--- config.mk ---
export PLATFORM = sky130hd
export DESIGN_NAME = b3c_queue
export DESIGN_NICKNAME = d
export VERILOG_FILES = /design/src/design/b3c_pkg.sv /design/src/design/b3c_queue.sv
export SDC_FILE = /design/constraint.sdc
export NUM_CORES = 1
export LEC_CHECK = 0
export BUFFER_PORTS_ARGS = -buffer_cell sky130_fd_sc_hd__buf_2
export CAP_MARGIN = 20
export CORE_AREA = 2 2 282 284
export CTS_BUF_LIST = sky130_fd_sc_hd__clkbuf_8 sky130_fd_sc_hd__clkbuf_16
export DETAILED_ROUTE_END_ITERATION = 8
export DIE_AREA = 0 0 284 286
export PLACE_DENSITY = 0.6
export SLEW_MARGIN = 15
export SYNTH_ARGS = -nofsm -noshare
export SYNTH_HDL_FRONTEND = slang
export SYNTH_SLANG_ARGS = --single-unit
export TNS_END_PERCENT = 5
--- constraint.sdc ---
create_clock -name clk -period 12.12 [get_ports clk]
set_clock_uncertainty 0.15 [all_clocks]
set_input_delay 0.606 -clock clk [delete_from_list [all_inputs] [get_ports clk]]
set_output_delay 0.606 -clock clk [all_outputs]
set_load 0.02 [all_outputs]
--- src/design/b3c_pkg.sv ---
// Shared types, constants and helper functions for the 3D box corner generator.
`timescale 1ns / 1ps
package b3c_pkg;

  // Fixed-point one in the unsigned Q.29 format of the polynomial evaluation.
  localparam logic [29:0] FIX_ONE = 30'h2000_0000;

  // Half turn and quarter turn of yaw in Q2.13 radians.
  localparam logic signed [16:0] YAW_PI      = 17'sd25736;
  localparam logic signed [16:0] YAW_HALF_PI = 17'sd12868;

  // Horner divisors of the sine and cosine series, first step first.
  localparam int unsigned SIN_DIV [4] = '{72, 42, 20, 6};
  localparam int unsigned COS_DIV [4] = '{90, 56, 30, 12};

  // Default depth of the box queue between front and back.
  localparam int unsigned QUEUE_DEPTH = 2;

  // Configuration register byte addresses.
  localparam logic [2:0] ADDR_MIN_SCORE = 3'd0;

  // One box after the front has worked out its rotation products.
  typedef struct packed {
    logic [7:0]         cls;
    logic [7:0]         attr;
    logic signed [31:0] bx;
    logic signed [31:0] by;
    logic signed [31:0] bz;
    logic signed [31:0] cy;
    logic [30:0]        dy;
    logic signed [46:0] pxc;   // size_x * cos
    logic signed [46:0] pzs;   // size_z * sin
    logic signed [46:0] pxs;   // size_x * sin
    logic signed [46:0] pzc;   // size_z * cos
  } box_t;

  // Clamp a 34-bit signed value to the signed 32-bit range.
  function automatic logic signed [31:0] sat32(input logic signed [33:0] v);
    logic signed [33:0] hi;
    logic signed [33:0] lo;
    hi = 34'sd2147483647;
    lo = -34'sd2147483648;
    if (v > hi) begin
      return 32'sh7FFF_FFFF;
    end else if (v < lo) begin
      return 32'sh8000_0000;
    end
    return v[31:0];
  endfunction

endpackage

--- src/design/b3c_queue.sv ---
// Short first-in first-out queue of boxes between the front and the back.
`timescale 1ns / 1ps
module b3c_queue #(
  parameter int unsigned DEPTH = b3c_pkg::QUEUE_DEPTH
) (
  input  logic          clk,
  input  logic          rst,
  input  logic          push_valid,
  output logic          push_ready,
  input  b3c_pkg::box_t push_data,
  output logic          pop_valid,
  input  logic          pop_ready,
  output b3c_pkg::box_t pop_data
);

  localparam int PW = (DEPTH > 1) ? $clog2(DEPTH) : 1;
  localparam int CW = $clog2(DEPTH + 1);
  localparam logic [PW-1:0] PTR_LAST = PW'(DEPTH - 1);
  localparam logic [CW-1:0] CNT_FULL = CW'(DEPTH);

  b3c_pkg::box_t mem [0:DEPTH-1];
  logic [PW-1:0] wr_ptr;
  logic [PW-1:0] rd_ptr;
  logic [CW-1:0] count;
  logic          push;
  logic          pop;

  assign push_ready = count != CNT_FULL;
  assign pop_valid  = count != '0;
  assign push       = push_valid && push_ready;
  assign pop        = pop_valid && pop_ready;
  assign pop_data   = mem[rd_ptr];

  always_ff @(posedge clk) begin
    if (rst) begin
      wr_ptr <= '0;
      rd_ptr <= '0;
      count  <= '0;
    end else begin
      if (push) begin
        wr_ptr <= (wr_ptr == PTR_LAST) ? '0 : wr_ptr + PW'(1);
      end
      if (pop) begin
        rd_ptr <= (rd_ptr == PTR_LAST) ? '0 : rd_ptr + PW'(1);
      end
      if (push && !pop) begin
        count <= count + CW'(1);
      end else if (pop && !push) begin
        count <= count - CW'(1);
      end
    end
  end

  always_ff @(posedge clk) begin
    if (push) begin
      mem[wr_ptr] <= push_data;
    end
  end

  a_count_bound: assert property (@(posedge clk) disable iff (rst)
    count <= CNT_FULL)
    else $error("queue holds more items than its depth");

endmodule

==> metrics.yaml <==
fillerInstances: 6882
fmax_ghz: 0.2103
finalCritPeriodShare_pct: 39.22
comb_power_share_pct: 26.3
synth_top_cell_by_area: "edfxtp_1"
die_w_um: 284
tightest_slew_ps: 1250
ys_async_sr_fraction_pct: 0
vdd_ir_drop_max_uv: 132.3
route.vias.total: 14180
rsz0062_at_grt: "false"
ff_latch_area_mm2: 0.02190
hold_violations: 0
slowest_stage: "dfxtp_4"
gp_congestion: 0.8885
power.leakage_nw: 13.14
firstDrtPassIters: 4
grt_pass1_wl_um: 90910
powerDensity_mw_per_mm2: 214.6
grt_pass1_vias: 15010
cts_tree: "done"
ys_ff_latch: 731
netlist.area_leader.share_pct: 81.88
cts_buffer_depth: 3
post_cts_buffers: 0
wirelength_um: 62580
dp_worst_setup_slack_ps: 7944
ys_seq_area_share_pct: 82.26
cts_resized: 0
maxCapViolCount: 0
cts_max_level: 3
grt_max_degree: 170
num-nets-final: 2413
die_h_um: 286
drive_gt1_share_pct: 57.86
area_growth_pct: 31.78
die_area_mm2: 0.08122
cts-root-buf: "clkbuf_16"
slowest_delay_ps: 940
crit_path_max_fanout: 76
p_sw_share_pct: 29.77
drc: 0
synthesis.nets: 1521
synth_edf_count: 726
ys_top_cells_by_area: "edfxtp_1 (82%), mux2_2 (12%), mux2_4 (3.9%)"
yosysWarnings: 0
finalSetupViolCount: 0
synth_cell_type_count: 19
vias_per_cell: 4.479
pin_count: 732
end_kind: "primary output"
avgSynthCellArea_um2: 23.09
crit_chain: "buf_4 -> buf_4 -> mux2_2 -> buf_2"
synth.most_common_cell: "edfxtp_1"
maxSlewViolCount: 0
rows: 103
postPlaceCellArea_mm2: 0.03146
cp.required_ps: 11360
cts_sinks: 731
power_frac_clock_pct: 30.3
power_w: 0.007528
period_minus_slack_ps: 4754
fin_setup_tns_ps: 0
worst-setup-path-type: "register to primary output"
ant_nets: 0
slew_headroom_pct: 16.65
core_mm2: 0.07836
cp-start-kind: "register"
start_util_pct: 33.98
arrival_ps: 4000
finalWorstSetupSlack_ps: 7366
status: "completed"
final_cell_area_mm2: 0.03509
synth_area_mm2: 0.02662
path_clk_slew_ps: 60
switchingPower_w: 0.002241
wl_per_cell_um: 19.77
ys.flop_type: "edfxtp_1"
grt_use_total_pct: 14.72
drt-initial-drc-count: 646
multi_input_area_mm2: 0.004474
insertion_delay_ps: 590
synth_commonest_cells: "edfxtp_1 (726), mux2_2 (293), mux2_4 (70)"
crit_top_cell: "buf_4"
port_buffers: 731
dp_hpwl_um: 41990
r2r_slack_ps: 8170
seqPwrFrac_pct: 43.4
p_int_w: 0.005287
hold_class: "primary input to register"
antenna_found_initial: 18
grt-ovfl-total: 0
cts-buffers-inserted: 78
syn_inst: 1153
## cell usage in the layout (no fill, tap or decap), types with 2 or more instances in the layout
master,synthesis,routed
xor2_1,3,3
buf_12,0,2
edfxtp_1,726,726
nor2_1,3,3
dlygate4sd3_1,0,110
buf_2,32,731
mux2_4,70,70
inv_8,0,2
inv_1,1,20
inv_6,0,4
o21ai_0,2,2
diode_2,0,11
clkinv_1,0,12
dfxtp_1,5,4
a21oi_1,2,2
buf_4,0,8
bufinv_16,0,7
clkbuf_16,0,79
mux2_2,293,293
clkinv_8,0,2
clkinv_2,0,13
## what timing repair did
item | in CTS | in global routing
hold buffers | 110 | 0
endpoints found under the setup margin | 0 | 0
endpoints found under the hold margin | 201 | 0
## critical path, delay by kind of cell (launching register included)
family	cells	cell delay, ps
buf+inv	3	1870
flops	1	940
mux	1	430
## kinds of logic (layout without fill, tap and decap cells)
kind of cell / after synthesis / after routing / synth area share (%)
flip-flops: 731 / 731 / 82.26
multiplexers: 363 / 363 / 16.34
buffers and inverters: 41 / 993 / 0.9540
AND/OR/NAND/NOR: 9 / 9 / 0.1881
AO/OA/AOI/OAI: 5 / 5 / 0.1128
XOR/XNOR: 3 / 3 / 0.09871
adder cells (fa/ha/maj): 1 / 1 / 0.04699
other: 0 / 11 / 0
## registers in the layout, summed over array words and instances, names as in the netlist, named ones only
| register | cells |
|---|---|
| mem | 726 |
| count | 2 |
| rd_ptr | 1 |
| wr_ptr | 1 |
## through the flow
| step | hold slack, ps | instances | util [%] |
|---|---|---|---|
| after global routing | 12.11 | 3164 | 44.77 |
| after CTS | 0.05929 | 3154 | 44.71 |
| after detailed placement | 339.6 | 2904 | 40.15 |
| after global placement | 338.6 | 2904 | 40.15 |
| final | 53.43 | 3166 | 44.78 |
| after floorplan | 320.5 | 1153 | - |
## per-layer routing
metal | wire [um] | GRT usage (%)
met5 | 72 | 0
met4 | 2306 | 6.421
met3 | 4980 | 4.657
met2 | 32240 | 25.93
met1 | 22970 | 16.37
## worst paths after layout
kind,startpoint,to,cells after the start
max,register,pop_data[33],4
min,push_data[65],mem[0][65],1
max reg2reg,count[0],mem[0][287],5
min reg2reg,rd_ptr,rd_ptr,2
## power by group through the flow
stage                     combinational (W)  clock [W]  sequential, W
after floorplan                     0.00136          0        0.00339
final                               0.00198    0.00228        0.00326
after global placement              0.00195          0        0.00331
after CTS                           0.00201    0.00235        0.00327
after detailed placement            0.00197          0        0.00332
after global routing                0.00210    0.00244        0.00330
## layout make-up
cell class	count	share of cell area [%]
sequential	731	62.43
timing repair buffer	852	13.93
multi-input combinational	381	12.75
clock buffer	79	5.634
tap	1050	3.744
clock inverter	61	1.398
antenna	11	0.07845
inverter	1	0.03209
Note: power is estimated with default switching activity, not from simulation.
