`src/design/b3c_pkg.sv`:
```
// Shared types, constants and helper functions for the 3D box corner generator.
`timescale 1ns / 1ps
package b3c_pkg;

  // Fixed-point one in the unsigned Q.29 format of the polynomial evaluation.
  localparam logic [29:0] FIX_ONE = 30'h2000_0000;

  // Half turn and quarter turn of yaw in Q2.13 radians.
  localparam logic signed [16:0] YAW_PI      = 17'sd25736;
  localparam logic signed [16:0] YAW_HALF_PI = 17'sd12868;

  // Horner divisors of the sine and cosine series, first step first.
  localparam int unsigned SIN_DIV [4] = '{72, 42, 20, 6};
  localparam int unsigned COS_DIV [4] = '{90, 56, 30, 12};

  // Default depth of the box queue between front and back.
  localparam int unsigned QUEUE_DEPTH = 2;

  // Configuration register byte addresses.
  localparam logic [2:0] ADDR_MIN_SCORE = 3'd0;

  // One box after the front has worked out its rotation products.
  typedef struct packed {
    logic [7:0]         cls;
    logic [7:0]         attr;
    logic signed [31:0] bx;
    logic signed [31:0] by;
    logic signed [31:0] bz;
    logic signed [31:0] cy;
    logic [30:0]        dy;
    logic signed [46:0] pxc;   // size_x * cos
    logic signed [46:0] pzs;   // size_z * sin
    logic signed [46:0] pxs;   // size_x * sin
    logic signed [46:0] pzc;   // size_z * cos
  } box_t;

  // Clamp a 34-bit signed value to the signed 32-bit range.
  function automatic logic signed [31:0] sat32(input logic signed [33:0] v);
    logic signed [33:0] hi;
    logic signed [33:0] lo;
    hi = 34'sd2147483647;
    lo = -34'sd2147483648;
    if (v > hi) begin
      return 32'sh7FFF_FFFF;
    end else if (v < lo) begin
      return 32'sh8000_0000;
    end
    return v[31:0];
  endfunction

endpackage

```
`src/design/b3c_back.sv`:
```
// Back part: walks the eight corners of the head box and drives the result register.
`timescale 1ns / 1ps
module b3c_back (
  input  logic                clk,
  input  logic                rst,
  input  logic                box_valid,
  output logic                box_ready,
  input  b3c_pkg::box_t       box,
  output logic                out_valid,
  input  logic                out_ready,
  output logic [2:0]          corner_index,
  output logic signed [31:0]  corner_x,
  output logic signed [31:0]  corner_y,
  output logic signed [31:0]  corner_z,
  output logic signed [31:0]  centre_x,
  output logic signed [31:0]  centre_y,
  output logic signed [31:0]  centre_z,
  output logic [7:0]          out_class,
  output logic [7:0]          out_attribute,
  output logic                last_corner
);

  // Unit pattern per corner as {nx, ny, nz}.
  localparam logic [2:0] PATTERN [8] = '{3'b000, 3'b001, 3'b011, 3'b010,
                                         3'b100, 3'b101, 3'b111, 3'b110};
  localparam logic [2:0] CORNER_LAST = 3'd7;
  localparam logic signed [48:0] HALF = 49'sd32768;

  logic               adv;
  logic               fire;
  logic [2:0]         k;
  logic [2:0]         pat;
  logic signed [48:0] ex;
  logic signed [48:0] ez;
  logic               s1_valid;
  logic [2:0]         s1_k;
  logic signed [32:0] s1_ox;
  logic signed [32:0] s1_oz;
  logic signed [31:0] s1_oy;
  b3c_pkg::box_t      s1_box;

  assign adv       = !out_valid || out_ready;
  assign fire      = box_valid && adv;
  assign box_ready = fire && (k == CORNER_LAST);
  assign pat       = PATTERN[k];

  // Offsets before rounding: signs of x and z come from the pattern, plus one half.
  always_comb begin
    ex = (pat[2] ? 49'(box.pxc) : -49'(box.pxc))
       + (pat[0] ? 49'(box.pzs) : -49'(box.pzs)) + HALF;
    ez = (pat[2] ? -49'(box.pxs) : 49'(box.pxs))
       + (pat[0] ? 49'(box.pzc) : -49'(box.pzc)) + HALF;
  end

  always_ff @(posedge clk) begin
    if (rst) begin
      k         <= '0;
      s1_valid  <= 1'b0;
      out_valid <= 1'b0;
    end else if (adv) begin
      s1_valid  <= box_valid;
      out_valid <= s1_valid;
      if (box_valid) begin
        k <= k + 3'd1;
      end
    end
  end

  always_ff @(posedge clk) begin
    if (adv) begin
      s1_k   <= k;
      s1_ox  <= ex[48:16];
      s1_oz  <= ez[48:16];
      s1_oy  <= pat[1] ? 32'sd0 : -$signed({1'b0, box.dy});
      s1_box <= box;
      corner_index  <= s1_k;
      corner_x      <= b3c_pkg::sat32(34'(s1_box.bx) + 34'(s1_ox));
      corner_y      <= b3c_pkg::sat32(34'(s1_box.by) + 34'(s1_oy));
      corner_z      <= b3c_pkg::sat32(34'(s1_box.bz) + 34'(s1_oz));
      centre_x      <= s1_box.bx;
      centre_y      <= s1_box.cy;
      centre_z      <= s1_box.bz;
      out_class     <= s1_box.cls;
      out_attribute <= s1_box.attr;
      last_corner   <= s1_k == CORNER_LAST;
    end
  end

  a_last_matches: assert property (@(posedge clk) disable iff (rst)
    out_valid |-> (last_corner == (corner_index == CORNER_LAST)))
    else $error("last corner flag does not match corner index");

  a_counter_steps: assert property (@(posedge clk) disable iff (rst)
    fire && (k != CORNER_LAST) |=> k == $past(k) + 3'd1)
    else $error("corner counter skipped a corner");

endmodule

```
`config.mk`:
```
export PLATFORM = sky130hd
export DESIGN_NAME = b3c_back
export DESIGN_NICKNAME = d
export VERILOG_FILES = /design/src/design/b3c_pkg.sv /design/src/design/b3c_back.sv
export SDC_FILE = /design/constraint.sdc
export NUM_CORES = 1
export LEC_CHECK = 0
export BUFFER_PORTS_ARGS = -buffer_cell sky130_fd_sc_hd__buf_4
export CORE_AREA = 3 3 228 230
export CTS_CLUSTER_SIZE = 16
export DETAILED_ROUTE_END_ITERATION = 16
export DIE_AREA = 0 0 231 233
export GPL_ROUTABILITY_DRIVEN = 1
export HOLD_SLACK_MARGIN = 0.15
export PLACE_DENSITY = 0.84
export RECOVER_POWER = 100
export SYNTH_ARGS = -nofsm -noshare
export SYNTH_HDL_FRONTEND = slang
export SYNTH_SLANG_ARGS = --single-unit
```
`constraint.sdc`:
```
create_clock -name clk -period 25.4 [get_ports clk]
set_input_delay 3.81 -clock clk [delete_from_list [all_inputs] [get_ports clk]]
set_output_delay 3.81 -clock clk [all_outputs]
set_load 0.01 [all_outputs]
```
==> results of run 1 <==
how the worst min path moves through the flow:
stage,startpoint,to,slack (ns)
after detailed placement,s1_box[219],centre_y[0],0.40
after floorplan,s1_box[219],centre_y[0],0.40
after global routing,s1_box[234],centre_y[15],0.43
final,s1_box[248],centre_y[29],0.42
after CTS,s1_box[248],centre_y[29],0.42
after global placement,s1_box[219],centre_y[0],0.40
where the power goes:
part           internal [W]  leakage, nW  switching, W  total (W)
logic              0.000604         8.63      0.000868    0.00147
registers           0.00109         4.77     0.0000640    0.00116
clock network      0.000352        0.678      0.000297   0.000649
total               0.00205         14.1       0.00123    0.00328
synth_stat cells, types with 21 or more instances:
| library cell | count | area, µm² |
|---|---|---|
| sky130_fd_sc_hd__a211oi_1 | 21 | 157.7 |
| sky130_fd_sc_hd__a21o_1 | 117 | 878.3 |
| sky130_fd_sc_hd__a21oi_1 | 229 | 1146 |
| sky130_fd_sc_hd__a31oi_1 | 21 | 131.4 |
| sky130_fd_sc_hd__and2_1 | 21 | 131.4 |
| sky130_fd_sc_hd__and3_1 | 23 | 143.9 |
| sky130_fd_sc_hd__clkbuf_1 | 45 | 168.9 |
| sky130_fd_sc_hd__edfxtp_1 | 457 | 13720 |
| sky130_fd_sc_hd__ha_1 | 291 | 3641 |
| sky130_fd_sc_hd__inv_1 | 72 | 270.3 |
| sky130_fd_sc_hd__nand2_1 | 119 | 446.7 |
| sky130_fd_sc_hd__nand2b_1 | 34 | 212.7 |
| sky130_fd_sc_hd__nand3_1 | 30 | 150.1 |
| sky130_fd_sc_hd__nand4_1 | 25 | 156.4 |
| sky130_fd_sc_hd__nor2_1 | 222 | 833.3 |
| sky130_fd_sc_hd__nor3_1 | 69 | 345.3 |
| sky130_fd_sc_hd__nor4_1 | 27 | 168.9 |
| sky130_fd_sc_hd__o21ai_0 | 158 | 790.8 |
| sky130_fd_sc_hd__xnor2_1 | 185 | 1620 |
| sky130_fd_sc_hd__xor2_1 | 168 | 1471 |
layer usage:
| metal | GRT usage | part of all wire | vias to the layer above | routed length [µm] |
|---|---|---|---|---|
| met2 | 0.5204 | 0.49 | 1038 | 40880 |
| li1 | - | - | 10960 | - |
| met1 | 0.3723 | 0.39 | 11180 | 32760 |
| met4 | 0.1203 | 0.039 | 16 | 3221 |
| met5 | 0 | 0.0015 | - | 122 |
| met3 | 0.05742 | 0.078 | 188 | 6494 |
metrics by stage:
step	setup WS, ns	instance area, µm²	std cells
after global placement	15.51	33890	3808
after detailed placement	15.45	33890	3808
after floorplan	7.862	28760	2595
after global routing	9.751	34420	3916
after CTS	16.05	35300	3893
final	10.60	34430	3918
cells by family (layout without fill, tap and decap cells):
family | Yosys count | in the layout | synth area share
compound gates | 686 | 686 | 0.1489
simple gates | 670 | 670 | 0.1152
flops | 462 | 462 | 0.4806
xor+xnor | 353 | 353 | 0.1075
fa+ha+maj | 296 | 296 | 0.1294
buf+inv | 121 | 747 | 0.01579
mux | 7 | 7 | 0.002567
other cells | 0 | 25 | 0
cell type report:
type,count,share of cell area
flip-flops and latches,462,0.4015
inverters,72,0.007887
well taps,672,0.02442
repair buffers,590,0.1025
multi-input cells,2012,0.4208
clock buffers,65,0.03674
clock inverters,20,0.004289
diodes,25,0.001817
state kept, by name, indices dropped and copies added (netlist names):
register / count
k: 3
corner_y: 32
out_class: 8
s1_oz: 33
s1_ox: 33
centre_z: 32
s1_oy: 32
centre_x: 32
out_attribute: 8
corner_index: 3
last_corner: 1
out_valid: 1
s1_box: 144
centre_y: 32
s1_k: 3
s1_valid: 1
corner_x: 32
corner_z: 32
==> out/qor.txt, run 1 <==
YOSYS
-------------------------------------------------------------------------------------------
Async set-or-reset flop fraction in the synthesized netlist ..................            0
FF+latch count, synth ........................................................          462
Unique cell type count in the Yosys netlist ..................................           71
Seq/Total Area, Yosys ........................................................       0.4806
Total standard cell area after synthesis .....................................    28760 µm²
Net Count, Synth .............................................................         3256
Predominant post-synthesis flop cell ......................................... sky130_fd_sc_hd__edfxtp_1
Synth Area per Inst ..........................................................    11.08 µm²
Number of instances in the synthesized netlist ...............................         2595
EDFF count, synth ............................................................          457
Ys Warns .....................................................................            0

DETAILED ROUTING
-------------------------------------------------------------------------------------------
Count of nets left with antenna violations after detail routing ..............            0
Number of iterations in the first detailed-routing pass ......................            5
Post-DR wirelength/cell ......................................................     21.31 µm
Count of vias placed by the detailed router ..................................        23380
Vias per cell ................................................................        5.968
Final routed wirelength across all metal layers ..............................     83480 µm
Post-route DRC ...............................................................            0
Number of design-rule violations left by the first detailed-router iteration .         2057

CLOCK NETWORK
-------------------------------------------------------------------------------------------
Largest buffer count on any clock path .......................................            3
Clock slew at the register clock pins of the worst setup and hold paths ......      0.06 ns
Clock insertion delay at the later pin of the skew report ....................      0.59 ns
Number of clock sinks ........................................................          462
Clock H-tree levels ..........................................................            2
CTS root buf ................................................................. sky130_fd_sc_hd__clkbuf_16
Number of buffers created by CTS .............................................           48
Clock tree from TritonCTS ....................................................          yes
Post-CTS sizing ..............................................................            0
Number of setup buffers added after CTS ......................................            0
Quantity of hold-fixing buffers added after cts ..............................            0

STA
-------------------------------------------------------------------------------------------
Final count of hold timing violations ........................................            0
Total Neg Setup Slack ........................................................         0 ns
Setup repair after global routing missed its margin ..........................           no
Actual transition at the worst max-transition pin ............................     6.055 ns
Normalized max-slew margin ...................................................       -3.059
Final slew viol count ........................................................          532
Maximum clock frequency ......................................................    67.54 MHz
Final clock skew .............................................................   0.02500 ns
Minimum hold slack ...........................................................    0.4187 ns
Final setup violation count ..................................................            0
Post-route clock period utilization ..........................................       0.5829
Shortest clock period the worst path allows after layout .....................     14.80 ns

JOB
-------------------------------------------------------------------------------------------
Max_cap viols ................................................................            8

CRITICAL PATH
-------------------------------------------------------------------------------------------
Launching element type of the critical path .................................. primary input
Most prevalent standard cell on the critical path ............................ sky130_fd_sc_hd__clkbuf_1
Critical path depth in cells .................................................            5
Family with the most delay on the worst path ................................. buffers and inverters
Reg2Reg Setup Slack ..........................................................     14.26 ns
Capturing instance or port of the critical path ..............................    box_ready
Arrival @ worst endpoint .....................................................     11.00 ns
Endpoint of the lowest-slack register-to-register path ....................... out_attribute[1]
Critical path fanouts, max ...................................................          142
Type of the worst setup path .................................................    in -> out
Worst flop-to-flop path startpoint ...........................................    out_valid
Crit-path max cell delay .....................................................      4.49 ns
Worst setup startpoint .......................................................    out_ready
Number of cell instances on the worst register-to-register path ..............            5
Critical path data required time .............................................     21.59 ns
Crit path buffers/inverters ..................................................            3
Ordered list of cells on the worst path ...................................... clkbuf_1 > nor2b_1 > clkinvlp_2 > and3_1 > clkbuf_1
CP Capture Type ..............................................................   output pin
Slowest library cell on the worst path ....................................... sky130_fd_sc_hd__clkinvlp_2

GLOBAL ROUTE
-------------------------------------------------------------------------------------------
Wire length of the first global-routing pass .................................    126800 µm
Vias in the first global route ...............................................        22940
Overflow left after global routing ...........................................            0
Overall fraction of global-route tracks in use ...............................       0.3007
Initial antenna violation count ..............................................           33
Maximum number of pins on one net before global-route repair .................          143

FINISH
-------------------------------------------------------------------------------------------
Synthesis-to-layout area growth ..............................................       19.69%
Layout cells sized above 1 ...................................................       0.1372
Final net count ..............................................................         3847
Most common cell after layout, fill and taps aside ........................... sky130_fd_sc_hd__edfxtp_1
Register Area ................................................................    13820 µm²
Filler Cell Count ............................................................         3843
Multi-input combinational cell area ..........................................    14490 µm²
Utilization of the core after routing ........................................       0.6876
Top library cells by usage in the layout, fill and taps aside ................ sky130_fd_sc_hd__edfxtp_1, sky130_fd_sc_hd__ha_1, sky130_fd_sc_hd__clkbuf_1, sky130_fd_sc_hd__a21oi_1, sky130_fd_sc_hd__nor2_1

STATUS
-------------------------------------------------------------------------------------------
Result of the run ............................................................ finished with violations
Failing checks ............................................................... max-capacitance violations, max-slew violations

DIE
-------------------------------------------------------------------------------------------
Die height ...................................................................       233 µm
Number of core rows ..........................................................           82
Horiz. Die Dim ...............................................................       231 µm
Die Footprint ................................................................    53820 µm²
Effective utilization at floorplan ...........................................       0.5745
Total core area ..............................................................    50070 µm²
I/O pins .....................................................................          581

POWER
-------------------------------------------------------------------------------------------
Post-layout power ............................................................   0.003279 W
Ratio of total power to cell area ............................................ 95.25 nW/µm²
Worst ir drop on vdd .........................................................     80.94 µV
Standby leakage power ........................................................     14.08 nW

MIN PATH
-------------------------------------------------------------------------------------------
Cells on Worst Hold Path .....................................................            0
Worst min-delay path category ................................................   reg -> reg

PLACED DESIGN
-------------------------------------------------------------------------------------------
HPWL after DPL ...............................................................     65370 µm
# port buffers ...............................................................          580
Final RePlAce weighted congestion ............................................       0.9877

Note: power is estimated with default switching activity, not from simulation.
==> inputs of run 2 (changes only) <==
- CORE_AREA: 3 3 228 230 -> unset
- CORE_MARGIN: unset -> 3
- CORE_UTILIZATION: unset -> 56
- DIE_AREA: 0 0 231 233 -> unset
- PLACE_DENSITY: 0.84 -> 0.83
- clock period: 25.4 -> 14.4 ns (I/O delays scaled with it)
==> run 2 against run 1 <==
Against the previous run:
- the flow still finishes with violations (max-capacitance violations, max-slew violations)
- utilization down 0.38 points
- global-route usage down 0.34 points
- clock skew down 0.0058 ns
- clock power up 83%
- via count down 0.89%
- non-clock buffer count up 1
- wire length down 0.68%
- highest routed layer unchanged
==> out/qor.txt, run 2 (synthesis results as in run 1) <==
FINISH
-------------------------------------------------------------------------------------------
Fin cells ....................................................................         3915
Top library cells by usage in the layout, fill and taps aside ................ sky130_fd_sc_hd__edfxtp_1, sky130_fd_sc_hd__ha_1, sky130_fd_sc_hd__clkbuf_1, sky130_fd_sc_hd__a21oi_1, sky130_fd_sc_hd__nor2_1
Reg with most FFs ............................................................       s1_box
Post-route standard cell area excluding fillers ..............................    34520 µm²
Max reg flops ................................................................          144
Top Registers ................................................................ s1_box: 144 flops, s1_ox: 33 flops, s1_oz: 33 flops
Final net count ..............................................................         3846
Layout cells sized above 1 ...................................................       0.1394
Synthesis-to-layout area growth ..............................................       20.01%
Most common cell after layout, fill and taps aside ........................... sky130_fd_sc_hd__edfxtp_1

CRITICAL PATH
-------------------------------------------------------------------------------------------
Type of the worst setup path .................................................    in -> reg
Launching element type of the critical path .................................. primary input
Arrival @ worst endpoint .....................................................      8.36 ns
Critical path data required time .............................................     14.71 ns
Worst flop-to-flop path startpoint ...........................................         k[2]
CP Capture Type ..............................................................         flop
Worst setup startpoint .......................................................      box[47]
Critical path fanouts, max ...................................................            6

POWER
-------------------------------------------------------------------------------------------
Clock network fraction of total power ........................................        0.204
Internal cell power ..........................................................   0.003668 W
Proportion of total power due to net switching ...............................       0.3710
Worst ir drop on vdd .........................................................     172.2 µV
Standby leakage power ........................................................     14.13 nW
Ratio of total power to cell area ............................................ 169.0 nW/µm²
Sequential share of power ....................................................        0.350
Post-layout power ............................................................   0.005832 W
Proportion of power drawn by combinational gates .............................        0.446
Switch Pwr ...................................................................   0.002164 W

DETAILED ROUTING
-------------------------------------------------------------------------------------------
Count of vias placed by the detailed router ..................................        23170
Number of iterations in the first detailed-routing pass ......................            7
Vias per cell ................................................................        5.919
Post-route DRC ...............................................................            0
Post-DR wirelength/cell ......................................................     21.18 µm
Number of design-rule violations left by the first detailed-router iteration .         1860
Count of nets left with antenna violations after detail routing ..............            0
Final routed wirelength across all metal layers ..............................     82910 µm

CLOCK NETWORK
-------------------------------------------------------------------------------------------
Clock H-tree levels ..........................................................            2
Quantity of hold-fixing buffers added after cts ..............................            0
Clock insertion delay at the later pin of the skew report ....................      0.57 ns
Post-CTS sizing ..............................................................            0
Number of setup buffers added after CTS ......................................            0
Number of buffers created by CTS .............................................           46
CTS root buf ................................................................. sky130_fd_sc_hd__clkbuf_16
Clock tree from TritonCTS ....................................................          yes
Number of clock sinks ........................................................          462
Largest buffer count on any clock path .......................................            3
Clock slew at the register clock pins of the worst setup and hold paths ......      0.06 ns

STA
-------------------------------------------------------------------------------------------
Total Neg Setup Slack ........................................................         0 ns
Maximum clock frequency ......................................................    124.2 MHz
Post-route clock period utilization ..........................................       0.5592
Final count of hold timing violations ........................................            0
Actual transition at the worst max-transition pin ............................     4.740 ns
Final setup violation count ..................................................            0
Normalized max-slew margin ...................................................       -2.160
Setup repair after global routing missed its margin ..........................           no
Final clock skew .............................................................   0.01917 ns
Shortest clock period the worst path allows after layout .....................     8.053 ns
Worst setup margin ...........................................................     6.347 ns
Final slew viol count ........................................................          127

PLACED DESIGN
-------------------------------------------------------------------------------------------
Total placed instance area ...................................................    33910 µm²
Post-place setup slack .......................................................     6.079 ns
Final RePlAce weighted congestion ............................................       0.9716
# port buffers ...............................................................          580
Placed Instances .............................................................         3809
HPWL after DPL ...............................................................     64840 µm

MIN PATH
-------------------------------------------------------------------------------------------
Worst min-delay path category ................................................   reg -> reg
Hold Startpoint ..............................................................  s1_box[359]

DIE
-------------------------------------------------------------------------------------------
I/O pins .....................................................................          581
Total core area ..............................................................    50480 µm²
Horiz. Die Dim ...............................................................     232.6 µm
Number of core rows ..........................................................           82
Effective utilization at floorplan ...........................................       0.5698
Die Footprint ................................................................    54120 µm²
Die height ...................................................................     232.6 µm

GLOBAL ROUTE
-------------------------------------------------------------------------------------------
Overflow left after global routing ...........................................            0
Maximum number of pins on one net before global-route repair .................          215
Wire length of the first global-routing pass .................................    125700 µm
Vias in the first global route ...............................................        22940
Overall fraction of global-route tracks in use ...............................       0.2973
Initial antenna violation count ..............................................           31

STATUS
-------------------------------------------------------------------------------------------
Result of the run ............................................................ finished with violations
Failing checks ............................................................... max-capacitance violations, max-slew violations

JOB
-------------------------------------------------------------------------------------------
Max_cap viols ................................................................            2

## run 2: worst paths after layout
| path | slack (ns) | cells past startpoint | end |
|---|---|---|---|
| hold reg to reg | 0.41 | 0 | out_class[4] |
| hold / removal | 0.41 | 0 | out_class[4] |
| setup / recovery | 6.35 | 23 | s1_oz[30] |
| setup reg to reg | 8.36 | 15 | s1_ox[27] |
## run 2: layout make-up
class / count / area, µm²
timing repair buffer: 591 / 3537
clock buffer: 56 / 1210
sequential: 462 / 13820
clock inverter: 29 / 280.3
multi-input combinational: 2012 / 14500
inverter: 72 / 277.8
tap: 672 / 840.8
antenna: 21 / 52.55
fill: 3942 / 15960
## run 2: per-stage QoR
stage / hold slack (ns) / utilization
after floorplan: 0.4003 / -
after global placement: 0.4003 / 0.6717
after detailed placement: 0.4045 / 0.6717
after CTS: 0.4114 / 0.7012
after global routing: 0.4179 / 0.6837
final: 0.4080 / 0.6838
## run 2: worst max-delay path, cell delays in order
cell                        delay, ns
sky130_fd_sc_hd__clkbuf_1        0.11
sky130_fd_sc_hd__inv_1           0.07
sky130_fd_sc_hd__ha_1            0.14
sky130_fd_sc_hd__or3b_2          0.47
sky130_fd_sc_hd__or4_1           0.45
sky130_fd_sc_hd__or3_1           0.38
sky130_fd_sc_hd__or3_1           0.39
sky130_fd_sc_hd__or3_1           0.43
sky130_fd_sc_hd__o31ai_1         0.27
sky130_fd_sc_hd__xnor2_1         0.16
sky130_fd_sc_hd__ha_1            0.26
sky130_fd_sc_hd__ha_1            0.37
sky130_fd_sc_hd__a21o_1          0.21
sky130_fd_sc_hd__a21o_1          0.19
sky130_fd_sc_hd__a211oi_1        0.45
sky130_fd_sc_hd__nand2_1         0.11
sky130_fd_sc_hd__o21ai_0         0.41
sky130_fd_sc_hd__a21oi_1         0.13
sky130_fd_sc_hd__a2111oi_0       0.37
sky130_fd_sc_hd__clkbuf_1        0.30
sky130_fd_sc_hd__o41a_1          0.23
sky130_fd_sc_hd__o21ai_0         0.12
sky130_fd_sc_hd__xor2_1          0.16
## run 2: power groups by stage
stage	combinational (W)	clock (W)	sequential, W
6_report	0.00260	0.00119	0.00204
5_1_grt	0.00288	0.00125	0.00206
4_1_cts	0.00269	0.00120	0.00204
3_5_place_dp	0.00266	0	0.00206
3_3_place_gp	0.00256	0	0.00206
2_1_floorplan	0.00175	0	0.00212
## run 2: metal layers
| metal | track usage | part of all wire | up-vias |
|---|---|---|---|
| met1 | 0.3651 | 0.39 | 11030 |
| met4 | 0.1161 | 0.037 | 20 |
| met2 | 0.5132 | 0.49 | 975 |
| li1 | - | - | 10970 |
| met5 | 0 | 0.0019 | - |
| met3 | 0.06256 | 0.081 | 183 |
